### src/design/snf_pkg.sv
package snf_pkg;

  typedef enum logic [1:0] {
    FUNC_KEY  = 2'd0,
    FUNC_NAME = 2'd1,
    FUNC_END  = 2'd2
  } func_e;

  localparam int unsigned ByteW  = 8;
  localparam int unsigned IndexW = 16;
  localparam int unsigned LimitW = 16;
  localparam logic [LimitW-1:0] LimitReset = 16'd10000;

  typedef struct packed {
    logic             kw_load;
    logic             kw_first;
    logic             name_byte;
    logic             name_end;
    logic [ByteW-1:0] ch;
  } snf_cmd_t;

  typedef struct packed {
    logic found;
    logic key_empty;
  } snf_stat_t;

endpackage

### src/design/snf_matcher.sv
module snf_matcher #(
  parameter int MAX_KEY_LEN = 32
) (
  input  logic                clk_i,
  input  logic                rst_ni,
  input  snf_pkg::snf_cmd_t   cmd_i,
  output snf_pkg::snf_stat_t  stat_o
);

  localparam int LenW = $clog2(MAX_KEY_LEN + 1);
  localparam logic [LenW-1:0] LenMax = LenW'(MAX_KEY_LEN);

  // key_q[0] holds the newest keyword byte, window_q[0] the newest name byte
  logic [snf_pkg::ByteW-1:0] key_q    [MAX_KEY_LEN];
  logic [snf_pkg::ByteW-1:0] key_d    [MAX_KEY_LEN];
  logic [snf_pkg::ByteW-1:0] window_q [MAX_KEY_LEN];
  logic [snf_pkg::ByteW-1:0] window_d [MAX_KEY_LEN];
  logic [LenW-1:0]           len_q, len_d;
  logic [LenW-1:0]           fill_q, fill_d, fill_inc;
  logic                      ovf_q, ovf_d;
  logic                      found_q, found_d;
  logic                      all_eq;
  logic                      match_new;

  always_comb begin
    for (int k = 0; k < MAX_KEY_LEN; k++) begin
      if (k == 0) begin
        window_d[k] = cmd_i.ch;
      end else begin
        window_d[k] = window_q[k-1];
      end
    end
    fill_inc = (fill_q == LenMax) ? fill_q : fill_q + LenW'(1);
    all_eq = 1'b1;
    for (int k = 0; k < MAX_KEY_LEN; k++) begin
      if ((LenW'(k) < len_q) && (window_d[k] != key_q[k])) begin
        all_eq = 1'b0;
      end
    end
    match_new = all_eq && !ovf_q && (len_q != '0) && (fill_inc >= len_q);
  end

  always_comb begin
    for (int k = 0; k < MAX_KEY_LEN; k++) begin
      if (k == 0) begin
        key_d[k] = cmd_i.ch;
      end else begin
        key_d[k] = key_q[k-1];
      end
    end
  end

  always_comb begin
    len_d   = len_q;
    ovf_d   = ovf_q;
    fill_d  = fill_q;
    found_d = found_q;
    if (cmd_i.kw_load) begin
      if (cmd_i.kw_first) begin
        len_d   = LenW'(1);
        ovf_d   = 1'b0;
        fill_d  = '0;
        found_d = 1'b0;
      end else if (len_q < LenMax) begin
        len_d = len_q + LenW'(1);
      end else begin
        ovf_d = 1'b1;
      end
    end else if (cmd_i.name_byte) begin
      fill_d = fill_inc;
      if (match_new) begin
        found_d = 1'b1;
      end
    end else if (cmd_i.name_end) begin
      fill_d  = '0;
      found_d = 1'b0;
    end
  end

  always_ff @(posedge clk_i or negedge rst_ni) begin
    if (!rst_ni) begin
      len_q   <= '0;
      ovf_q   <= 1'b0;
      fill_q  <= '0;
      found_q <= 1'b0;
    end else begin
      len_q   <= len_d;
      ovf_q   <= ovf_d;
      fill_q  <= fill_d;
      found_q <= found_d;
    end
  end

  // keyword shifts only while it still fits
  always_ff @(posedge clk_i) begin
    if (cmd_i.kw_load && (cmd_i.kw_first || (len_q < LenMax))) begin
      key_q <= key_d;
    end
    if (cmd_i.name_byte) begin
      window_q <= window_d;
    end
  end

  assign stat_o.found     = found_q;
  assign stat_o.key_empty = (len_q == '0) && !ovf_q;

endmodule

### src/design/substring_name_filter.sv
// result path: an end marker is held in the input stage register, then its result is registered in the output register
// throughput: one item per cycle, set by the single compare stage
// the input stalls only while a result waits in the output register
// reset: keyword empty, counters zero, result limit 10000, no result pending
module substring_name_filter #(
  parameter int MAX_KEY_LEN = 32,
  parameter int MAX_NAMES   = 65536
) (
  input  logic                         clk_i,
  input  logic                         rst_ni,
  input  logic                         in_valid_i,
  output logic                         in_ready_o,
  input  logic [1:0]                   func_i,
  input  logic [snf_pkg::ByteW-1:0]    ch_i,
  input  logic                         first_i,
  input  logic                         cfg_valid_i,
  output logic                         cfg_ready_o,
  input  logic [snf_pkg::LimitW-1:0]   cfg_data_i,
  output logic                         out_valid_o,
  input  logic                         out_ready_i,
  output logic [snf_pkg::IndexW-1:0]   name_index_o,
  output logic                         final_res_o
);

  localparam int NameW = $clog2(MAX_NAMES);
  localparam logic [NameW-1:0] NameLast = NameW'(MAX_NAMES - 1);

  logic                              s1_valid_q, s1_valid_d;
  logic [1:0]                        s1_func_q;
  logic [snf_pkg::ByteW-1:0]         s1_ch_q;
  logic                              s1_first_q;
  logic                              adv;
  logic                              emit;
  logic                              is_key, is_name, is_end;
  logic [NameW-1:0]                  name_cnt_q, name_cnt_d;
  logic [snf_pkg::LimitW-1:0]        hit_q, hit_d;
  logic [snf_pkg::LimitW:0]          hit_inc;
  logic [snf_pkg::LimitW-1:0]        limit_q, limit_d;
  logic                              out_valid_q, out_valid_d;
  logic [snf_pkg::IndexW-1:0]        out_index_q;
  logic                              out_final_q;
  logic [NameW+snf_pkg::IndexW-1:0]  name_ext;
  snf_pkg::snf_cmd_t                 cmd;
  snf_pkg::snf_stat_t                stat;

  assign adv        = s1_valid_q && (!out_valid_q || out_ready_i);
  assign in_ready_o = !s1_valid_q || adv;
  assign s1_valid_d = in_ready_o ? in_valid_i : s1_valid_q;

  assign is_key  = s1_func_q == snf_pkg::FUNC_KEY;
  assign is_name = s1_func_q == snf_pkg::FUNC_NAME;
  assign is_end  = s1_func_q == snf_pkg::FUNC_END;

  assign cmd.kw_load   = adv && is_key;
  assign cmd.kw_first  = s1_first_q;
  assign cmd.name_byte = adv && is_name;
  assign cmd.name_end  = adv && is_end;
  assign cmd.ch        = s1_ch_q;

  snf_matcher #(
    .MAX_KEY_LEN(MAX_KEY_LEN)
  ) u_matcher (
    .clk_i (clk_i),
    .rst_ni(rst_ni),
    .cmd_i (cmd),
    .stat_o(stat)
  );

  assign hit_inc  = {1'b0, hit_q} + (snf_pkg::LimitW+1)'(1);
  assign emit     = adv && is_end && (stat.found || stat.key_empty) && (hit_q < limit_q);
  assign name_ext = {{snf_pkg::IndexW{1'b0}}, name_cnt_q};

  always_comb begin
    name_cnt_d = name_cnt_q;
    hit_d      = hit_q;
    if (adv && is_key && s1_first_q) begin
      name_cnt_d = '0;
      hit_d      = '0;
    end else if (adv && is_end) begin
      name_cnt_d = (name_cnt_q == NameLast) ? '0 : name_cnt_q + NameW'(1);
      if (emit) begin
        hit_d = hit_inc[snf_pkg::LimitW-1:0];
      end
    end
  end

  assign cfg_ready_o = 1'b1;
  assign limit_d     = (cfg_valid_i && cfg_ready_o) ? cfg_data_i : limit_q;

  always_comb begin
    if (emit) begin
      out_valid_d = 1'b1;
    end else if (out_ready_i) begin
      out_valid_d = 1'b0;
    end else begin
      out_valid_d = out_valid_q;
    end
  end

  always_ff @(posedge clk_i or negedge rst_ni) begin
    if (!rst_ni) begin
      s1_valid_q  <= 1'b0;
      name_cnt_q  <= '0;
      hit_q       <= '0;
      limit_q     <= snf_pkg::LimitReset;
      out_valid_q <= 1'b0;
    end else begin
      s1_valid_q  <= s1_valid_d;
      name_cnt_q  <= name_cnt_d;
      hit_q       <= hit_d;
      limit_q     <= limit_d;
      out_valid_q <= out_valid_d;
    end
  end

  always_ff @(posedge clk_i) begin
    if (in_ready_o && in_valid_i) begin
      s1_func_q  <= func_i;
      s1_ch_q    <= ch_i;
      s1_first_q <= first_i;
    end
    if (emit) begin
      out_index_q <= name_ext[snf_pkg::IndexW-1:0];
      out_final_q <= hit_inc == {1'b0, limit_q};
    end
  end

  assign out_valid_o  = out_valid_q;
  assign name_index_o = out_index_q;
  assign final_res_o  = out_final_q;

  a_stall_cause: assert property (@(posedge clk_i) disable iff (!rst_ni)
    !in_ready_o |-> s1_valid_q && out_valid_q && !out_ready_i)
    else $error("input stalled without a pending result");

  a_new_key_clears: assert property (@(posedge clk_i) disable iff (!rst_ni)
    adv && is_key && s1_first_q |=> name_cnt_q == '0 && hit_q == '0)
    else $error("new keyword did not clear the counters");

  a_emit_counts: assert property (@(posedge clk_i) disable iff (!rst_ni)
    emit |=> out_valid_q && hit_q != '0)
    else $error("result transfer without a counted hit");

  a_final_at_limit: assert property (@(posedge clk_i) disable iff (!rst_ni)
    out_valid_o && final_res_o |-> hit_q == limit_q)
    else $error("final result while hits are below the limit");

endmodule
### config.mk
export PLATFORM = sky130hd
export DESIGN_NAME = substring_name_filter
export DESIGN_NICKNAME = d
export VERILOG_FILES = /design/src/design/snf_pkg.sv /design/src/design/snf_matcher.sv /design/src/design/substring_name_filter.sv
export SDC_FILE = /design/constraint.sdc
export NUM_CORES = 1
export LEC_CHECK = 0
export ABC_CLOCK_PERIOD_IN_PS = 38800
export BUFFER_PORTS_ARGS = -buffer_cell sky130_fd_sc_hd__buf_2
export CELL_PAD_IN_SITES_DETAIL_PLACEMENT = 0
export CELL_PAD_IN_SITES_GLOBAL_PLACEMENT = 1
export CORE_UTILIZATION = 54
export CTS_BUF_LIST = sky130_fd_sc_hd__clkbuf_8
export CTS_CLUSTER_DIAMETER = 100
export DETAILED_ROUTE_END_ITERATION = 16
export MAX_ROUTING_LAYER = met4
export PLACE_DENSITY_LB_ADDON = 0.1
export SYNTH_ARGS = -nofsm -noshare
export SYNTH_HDL_FRONTEND = slang
export SYNTH_HIERARCHICAL = 1
export SYNTH_SLANG_ARGS = --single-unit
### constraint.sdc
create_clock -name clk_i -period 38.8 [get_ports clk_i]
set_input_delay 9.7 -clock clk_i [delete_from_list [all_inputs] [get_ports clk_i]]
set_output_delay 9.7 -clock clk_i [all_outputs]
set_load 0.005 [all_outputs]
==> results of run 1 <==
-- worst max-delay path: cells and delay by family --
kind / cells / cell delay [ns]
simple gates: 1 / 0.18
buf+inv: 2 / 0.25
-- cells by family (layout without fill, tap and decap cells) --
kind of cell / count (synthesis) / after routing
AO/OA/AOI/OAI: 160 / 160
XOR/XNOR: 291 / 291
adder cells (fa/ha/maj): 28 / 28
buffers and inverters: 64 / 265
flip-flops: 596 / 596
multiplexers: 4 / 4
other: 1 / 1
AND/OR/NAND/NOR: 295 / 295
-- stage by stage --
stage	setup slack [ns]	power (mW)	instances	util [%]	area (sq um)
global route	18.93	1.319	2225	60.84	26150
finish	18.96	1.268	2225	60.84	26150
floorplan	10.61	0.7803	1439	-	23460
detailed placement	18.95	0.7902	2052	56.77	24400
CTS	18.95	1.285	2225	60.84	26150
global placement	18.98	0.7891	2052	56.77	24400
-- final cells by class --
cell class	count	area share, %
clock inverters	78	1.684
clock buffers	95	5.000
repair buffers	58	1.282
well taps	585	2.799
multi-input cells	779	21.51
flip-flops and latches	596	67.24
inverters	34	0.4880
-- worst paths after layout --
check / from / endpoint / slack (ns) / depth (start not counted)
min in group asynchronous: rst_ni / limit_q[2] / 9.21 / 2
max in group asynchronous: rst_ni / u_matcher/fill_q[5] / 28.98 / 2
setup / recovery: out_ready_i / in_ready_o / 18.96 / 3
setup reg to reg: u_matcher/len_q[4] / hit_q[1] / 35.20 / 9
hold reg to reg: u_matcher/window_d[224] / u_matcher/window_d[216] / 0.45 / 0
hold / removal: u_matcher/window_d[224] / u_matcher/window_d[216] / 0.45 / 0
-- cells in the final DEF, fill, tap and decap left out, types with 6 or more instances in the layout --
cell type and count:
xnor2_1 77, inv_1 60, a21oi_1 31, o22ai_1 9
clkinv_2 13, nand2_1 68, nand4_1 33, nor3_1 17
a221o_1 6, o21ai_0 46, nor2_1 43, buf_4 6
and3_1 8, clkbuf_8 95, clkinv_1 27, a21o_1 10
xor2_1 214, nand3_1 29, buf_2 50, nor4_1 49
edfxtp_1 532, a211oi_1 11, o211ai_1 6, ha_1 28
dfrtp_1 59, a31oi_1 6
-- metal layers --
layer	GRT usage (%)	vias to the layer above	share of wire, %
li1	-	5694	-
met1	25.20	5937	43
met3	4.991	70	5.0
met2	32.72	275	50
met5	-	-	0
met4	6.797	0	2.2
-- power by group through the flow --
stage                     sequential [mW]  combinational, mW  clock, mW
final                               0.717             0.0594      0.491
after floorplan                     0.737             0.0431          0
after CTS                           0.717             0.0601      0.508
after global routing                0.718             0.0667      0.534
after detailed placement            0.730             0.0599          0
after global placement              0.730             0.0592          0
-- state kept, by name, summed over array words and instances, names as in the netlist --
signal              flops
s1_ch_q                 8
name_index_o           16
name_cnt_q             16
s1_valid_q              1
u_matcher/ovf_q         1
s1_func_q               2
u_matcher/window_d    248
u_matcher/key_d       248
u_matcher/len_q         6
s1_first_q              1
u_matcher/key_q         8
hit_q                  16
final_res_o             1
u_matcher/fill_q        6
u_matcher/found_q       1
limit_q                16
out_valid_o             1
==> results.py, run 1 <==
metrics = {
    "clock_tree": {
        "cts_setup_buffers": 0,
        "clkTransAtPathRegs_ns": 0.06,
        "numCtsBuffers": 95,
        "cts_buffer_depth": 3,
        "ctsResizeCount": 0,
        "cts_tree": "built",
        "cts-hold-fix-buffers": 0,
        "clkLatencyLatePin_ns": 0.68,
        "cts_sinks": 596,
        "htreeDepth": 3,
        "cts_root_buf": "clkbuf_8",
    },
    "timing": {
        "slew_violations": 0,
        "finalSetupViolations": 0,
        "timing.slew.headroom_pct": 23.93,
        "skew_ns": 0.02998,
        "timing.fmax_ghz": 0.05040,
        "post-route-period-util_pct": 51.13,
        "tightest_slew_ns": 1.140,
        "fin_setup_tns_ns": 0,
        "hold-worst-slack_ns": 0.4520,
        "fin_crit_ns": 19.84,
        "rsz0062_at_grt": "false",
        "finalHoldViolations": 0,
    },
    "power": {
        "ir_drop_v": 0.00002942,
        "leakage_nw": 9.131,
        "power.share.sequential_pct": 56.6,
        "clock_power_share_pct": 38.7,
        "power_density_mw_per_mm2": 48.48,
        "combPwrFrac_pct": 4.7,
        "switching_share_pct": 23.00,
        "p_switching_uw": 291.6,
        "p_int_uw": 976.1,
    },
    "die": {
        "die_area_sq_mm": 0.04429,
        "fp.dieW_um": 210.5,
        "start_util_pct": 54.59,
        "ios": 52,
        "core_area_sq_mm": 0.04298,
        "dieHeight_um": 210.5,
        "floorplan.rows": 76,
    },
    "synthesis": {
        "syn_area_sq_mm": 0.02346,
        "yosysMostFrequentCell": "edfxtp_1",
        "synth_compound_area_share_pct": 4.485,
        "synth.area.mux_share_pct": 0.1866,
        "synth_warnings": 6,
        "synth-xor-area-share_pct": 10.86,
        "syn-num-nets": 1499,
        "ys_top_cells_by_area": "edfxtp_1 68%, xor2_1 8.0%, dfrtp_1 6.3%, xnor2_1 2.9%, ha_1 1.5%",
        "syn_avg_cell_area_sq_um": 16.31,
        "postSynth.asyncResetShare_pct": 10.74,
        "synth_ff_type": "edfxtp_1",
        "synth.top_cell.area_share_pct": 68.09,
        "synth-edff-count": 532,
        "yosysTopAreaCell": "edfxtp_1",
        "yosysSeqAreaShare_pct": 74.94,
        "synth_top_family_by_area": "XOR/XNOR gates",
        "synth-simple-area-share_pct": 6.826,
        "ys_ff_latch": 596,
        "syn_inst": 1439,
        "ys_types": 71,
        "ys_top_cells_by_count": "532 x edfxtp_1, 214 x xor2_1, 77 x xnor2_1, 68 x nand2_1, 59 x dfrtp_1",
        "synth_fa_ha_area_share_pct": 1.493,
    },
    "routing": {
        "drc_errors": 0,
        "vias": 11980,
        "drtPass1Iterations": 5,
        "via_per_inst": 5.382,
        "drt_iter0_drc": 917,
        "wirelength_mm": 42.02,
        "wl_per_cell_um": 18.88,
        "drtAntennaViolNets": 0,
    },
    "finish": {
        "final-seq-area_sq_mm": 0.01758,
        "drive_gt1_share_pct": 12.44,
        "antenna-diode-count": 0,
        "final_nets": 1624,
        "fillers": 3311,
        "multi_input_area_sq_mm": 0.005624,
        "areaGrowthSynthToFinish_pct": 11.45,
    },
    "grt": {
        "grt_use_total_pct": 20.27,
        "grt_overflow": 0,
        "antenna_found_initial": 0,
        "grt_pass1_vias": 12280,
        "grt_pass1_wl_mm": 65.61,
        "grt_max_degree": 196,
    },
    "status": {
        "outcome": "complete, no violations",
    },
    "worst_setup_path": {
        "cp_slowest_cell": "nand3b_1",
        "end_kind": "output pin",
        "path_common_cell": "buf_2",
        "cp_cell_sequence": "buf_2 -> nand3b_1 -> buf_2",
        "cpPeakStageDelay_ns": 0.18,
        "worstPathMaxFanout": 3,
        "start_kind": "primary input",
        "required_ns": 29.10,
        "critical_path_class": "primary input to output pin",
        "cp_data_arrival_time_ns": 10.14,
    },
    "placement": {
        "hpwl_mm": 26.37,
        "port_buffers": 50,
        "gp_congestion": 0.8752,
    },
    "run": {
        "maxCapViolCount": 0,
    },
    "hold_path": {
        "hold_class": "flop to flop",
    },
}
No activity file was read; power rests on OpenSTA's default activity.
==> run 2, diff against run 1 <==
ABC_CLOCK_PERIOD_IN_PS = 18000   (was 38800)
CORE_UTILIZATION = 50   (was 54)
clock period = 18 ns   (was 38.8 ns; I/O delays follow)
==> results.py, run 2 (synthesis gave the netlist of run 1 again) <==
metrics = {
    "worst_setup_path": {
        "end_kind": "output pin",
        "required_ns": 13.50,
        "critical_path_class": "primary input to output pin",
        "start_kind": "primary input",
        "worstPathMaxFanout": 3,
        "cp_data_arrival_time_ns": 4.94,
    },
    "finish": {
        "most-common-layout-cells": "532 x edfxtp_1, 214 x xor2_1, 101 x clkbuf_8, 77 x xnor2_1",
        "multi_input_area_sq_mm": 0.005630,
        "final_cell_area_sq_mm": 0.02612,
        "layout_commonest_cell": "edfxtp_1",
        "stdcell_count": 2244,
        "areaGrowthSynthToFinish_pct": 11.33,
        "final_nets": 1628,
        "antenna-diode-count": 0,
        "final-seq-area_sq_mm": 0.01758,
        "drive_gt1_share_pct": 12.28,
        "fillers": 3746,
    },
    "timing": {
        "slew_violations": 0,
        "timing.fmax_ghz": 0.1059,
        "post-route-period-util_pct": 52.46,
        "finalHoldViolations": 0,
        "timing.slew.headroom_pct": 21.61,
        "fin_crit_ns": 9.443,
        "skew_ns": 0.02339,
        "fin_setup_tns_ns": 0,
        "tightest_slew_ns": 1.176,
        "rsz0062_at_grt": "false",
        "finalSetupViolations": 0,
    },
    "status": {
        "outcome": "complete, no violations",
    },
    "clock_tree": {
        "cts-hold-fix-buffers": 0,
        "cts_tree": "built",
        "clkLatencyLatePin_ns": 0.68,
        "cts_buffer_depth": 3,
        "htreeDepth": 3,
        "ctsResizeCount": 0,
        "clkTransAtPathRegs_ns": 0.06,
        "cts_sinks": 596,
        "cts_root_buf": "clkbuf_8",
        "cts_setup_buffers": 0,
        "numCtsBuffers": 96,
    },
    "grt": {
        "grt-busiest-layer": "met2",
        "grt_use_total_pct": 19.34,
        "grt_util_met3_pct": 4.440,
        "grt_pass1_wl_mm": 67.31,
        "grt_max_degree": 193,
        "grt_pass1_vias": 12180,
        "use_met1_pct": 24.66,
        "antenna_found_initial": 0,
        "use_met2_pct": 30.47,
        "grt_overflow": 0,
    },
    "routing": {
        "drtPass1Iterations": 5,
        "wirelength_mm": 43.47,
        "via_per_inst": 5.346,
        "drt_iter0_drc": 1089,
        "vias": 12000,
        "wl_per_cell_um": 19.37,
        "drtAntennaViolNets": 0,
        "drc_errors": 0,
    },
    "die": {
        "die_area_sq_mm": 0.04780,
        "fp.dieW_um": 218.6,
        "ios": 52,
        "core_area_sq_mm": 0.04646,
        "dieHeight_um": 218.6,
        "start_util_pct": 50.51,
        "floorplan.rows": 79,
    },
    "hold_path": {
        "hold_class": "flop to flop",
    },
    "placement": {
        "port_buffers": 50,
        "placed_area_sq_mm": 0.02445,
        "gp_congestion": 0.8398,
        "hpwl_mm": 27.61,
        "place_inst": 2077,
    },
    "run": {
        "maxCapViolCount": 0,
    },
    "power": {
        "power_density_mw_per_mm2": 103.3,
        "leakage_nw": 9.144,
        "ir_drop_v": 0.00006922,
    },
}
==> run 2: path summary, 6_finish.rpt <==
path                                           end  cells after the start  slack, ns                     from
max reg2reg                   u_matcher/key_d[147]                      8      14.32              out_valid_o
min reg2reg                u_matcher/window_d[218]                      0       0.46  u_matcher/window_d[226]
max in group asynchronous           name_cnt_q[11]                      2      13.41                   rst_ni
min                        u_matcher/window_d[218]                      0       0.46  u_matcher/window_d[226]
min in group asynchronous                hit_q[10]                      2       4.03                   rst_ni
max                                     in_ready_o                      3       8.56              out_ready_i
==> run 2: metal layers <==
| layer | vias to the layer above | wire (um) |
|---|---|---|
| met2 | 264 | 21450 |
| met5 | - | 0 |
| met3 | 86 | 2093 |
| li1 | 5687 | - |
| met4 | 0 | 1046 |
| met1 | 5959 | 18890 |
==> run 2: layout make-up <==
type,instances,area share [%]
tap,607,2.907
sequential,596,67.31
clock buffer,101,5.321
clock inverter,66,1.097
multi-input combinational,779,21.55
timing repair buffer,61,1.322
inverter,34,0.4886
==> run 2: worst max-delay path: stages <==
cell	delay, ns
buf_2	0.10
nand3b_1	0.19
buf_2	0.16
==> run 2: where the power goes <==
| group | leakage [nW] | total (mW) | internal (mW) | switching, mW |
|---|---|---|---|---|
| clock network | 0.997 | 1.02 | 0.517 | 0.505 |
| logic | 2.44 | 0.130 | 0.0423 | 0.0877 |
| registers | 5.71 | 1.55 | 1.52 | 0.0264 |
==> run 2: stage by stage <==
| step | total power, mW | setup slack [ns] | hold slack (ns) | utilization (%) |
|---|---|---|---|---|
| finish | 2.699 | 8.557 | 0.4567 | 56.23 |
| global route | 2.815 | 8.526 | 0.4651 | 56.23 |
| floorplan | 1.670 | 2.482 | 0.4473 | - |
| detailed placement | 1.707 | 8.567 | 0.4540 | 52.62 |
| global placement | 1.704 | 8.583 | 0.4488 | 52.62 |
| CTS | 2.737 | 8.562 | 0.4609 | 56.23 |
==> run 3, diff against run 2 <==
ABC_CLOCK_PERIOD_IN_PS = 8900   (was 18000)
CORE_UTILIZATION = 54   (was 50)
clock period = 8.9 ns   (was 18 ns; I/O delays follow)
==> results.py, run 3 (synthesis gave the netlist of run 1 again) <==
metrics = {
    "power": {
        "combPwrFrac_pct": 4.8,
        "power.share.sequential_pct": 57.6,
        "p_total_mw": 5.428,
        "power_density_mw_per_mm2": 208.3,
        "switching_share_pct": 22.89,
        "p_switching_mw": 1.242,
        "p_int_mw": 4.186,
        "leakage_nw": 9.132,
        "clock_power_share_pct": 37.6,
        "ir_drop_v": 0.0001176,
    },
    "routing": {
        "drtPass1Iterations": 5,
        "wl_per_cell_um": 19.36,
        "drt_iter0_drc": 955,
        "wirelength_mm": 42.98,
        "via_per_inst": 5.421,
        "drtAntennaViolNets": 0,
        "drc_errors": 0,
        "vias": 12040,
    },
    "worst_setup_path": {
        "start_kind": "primary input",
        "reg2reg_from": "u_matcher/len_q[4]",
        "end_kind": "output pin",
        "cp_data_arrival_time_ns": 2.67,
        "worstPathMaxFanout": 3,
        "crit_start": "out_ready_i",
        "required_ns": 6.68,
        "critical_path_class": "primary input to output pin",
    },
    "timing": {
        "rsz0062_at_grt": "false",
        "finalSetupViolations": 0,
        "timing.fmax_ghz": 0.2042,
        "fin_crit_ns": 4.897,
        "fin_setup_tns_ns": 0,
        "setup_ws_ns": 4.003,
        "post-route-period-util_pct": 55.03,
        "slew_violations": 0,
        "tightest_slew_ns": 1.128,
        "skew_ns": 0.03092,
        "hold-worst-slack_ns": 0.4576,
        "timing.slew.headroom_pct": 24.71,
        "finalHoldViolations": 0,
    },
    "clock_tree": {
        "htreeDepth": 3,
        "cts_tree": "built",
        "cts_sinks": 596,
        "clkLatencyLatePin_ns": 0.67,
        "cts_root_buf": "clkbuf_8",
        "clkTransAtPathRegs_ns": 0.06,
        "cts_setup_buffers": 0,
        "cts_buffer_depth": 3,
        "numCtsBuffers": 94,
        "cts-hold-fix-buffers": 0,
        "ctsResizeCount": 0,
    },
    "die": {
        "start_util_pct": 54.59,
        "floorplan.rows": 76,
        "fp.dieW_um": 210.5,
        "core_area_sq_mm": 0.04298,
        "die_area_sq_mm": 0.04429,
        "ios": 52,
        "dieHeight_um": 210.5,
    },
    "grt": {
        "grt_use_total_pct": 20.70,
        "grt_pass1_wl_mm": 66.87,
        "grt_overflow": 0,
        "grt_max_degree": 135,
        "grt_pass1_vias": 12150,
        "antenna_found_initial": 1,
    },
    "finish": {
        "most-common-layout-cells": "532 x edfxtp_1, 214 x xor2_1, 99 x clkbuf_8, 77 x xnor2_1, 72 x inv_1",
        "areaGrowthSynthToFinish_pct": 11.09,
        "antenna-diode-count": 0,
        "final_cell_area_sq_mm": 0.02607,
        "final_nets": 1626,
        "drive_gt1_share_pct": 11.93,
        "layout_commonest_cell": "edfxtp_1",
    },
    "placement": {
        "hpwl_mm": 27.48,
        "placed_area_sq_mm": 0.02442,
        "gp_congestion": 0.8924,
        "port_buffers": 50,
        "pre_cts_slack_ns": 3.531,
    },
    "hold_path": {
        "hp-start": "u_matcher/key_d[224]",
        "hold_class": "flop to flop",
    },
    "status": {
        "outcome": "complete, no violations",
    },
    "run": {
        "maxCapViolCount": 0,
    },
}
## run 3: cell types whose count changed in the layout (fill, tap and decap cells not counted)
cell | previous run | this run
clkbuf_8 | 101 | 99
inv_1 | 68 | 72
clkinvlp_4 | 0 | 1
clkinv_2 | 7 | 2
## run 3: layout make-up
class                      count  area, sq um
multi-input combinational    779         5630
fill                        3345        16920
clock buffer                  99         1363
sequential                   596        17580
tap                          585        732.0
timing repair buffer          61        345.3
inverter                      34        127.6
clock inverter                66        284.0
## run 3: power groups by stage
stage	clock, mW	combinational [mW]	sequential, mW
2_1_floorplan	0	0.189	3.18
3_3_place_gp	0	0.259	3.18
3_5_place_dp	0	0.262	3.18
4_1_cts	2.10	0.264	3.13
5_1_grt	2.22	0.293	3.13
6_report	2.04	0.261	3.13
## run 3: stage by stage
step,utilization (%),instances
after detailed placement,56.81,2055
after global routing,60.64,2220
after floorplan,-,1439
after global placement,56.81,2055
final,60.64,2220
after CTS,60.64,2220
## run 3: worst paths after layout
check | cells past startpoint | to | slack, ns
worst max-delay path | 3 | in_ready_o | 4.00
worst min-delay path | 0 | u_matcher/key_d[216] | 0.46
worst max register to register | 9 | hit_q[1] | 5.40
worst min register to register | 0 | u_matcher/key_d[216] | 0.46
max in group asynchronous | 2 | limit_q[11] | 6.57
min in group asynchronous | 2 | limit_q[1] | 1.74
## run 3: worst max-delay path, cell delays in order
cell      delay [ns]
buf_2           0.10
nand3b_1        0.19
buf_2           0.16
## run 3: routing by layer
layer	vias to the layer above	global-route usage [%]	routed length [um]
met5	-	-	0
met2	284	32.86	21470
met4	0	6.697	812
li1	5684	-	-
met1	6001	26.66	18430
met3	66	4.693	2257
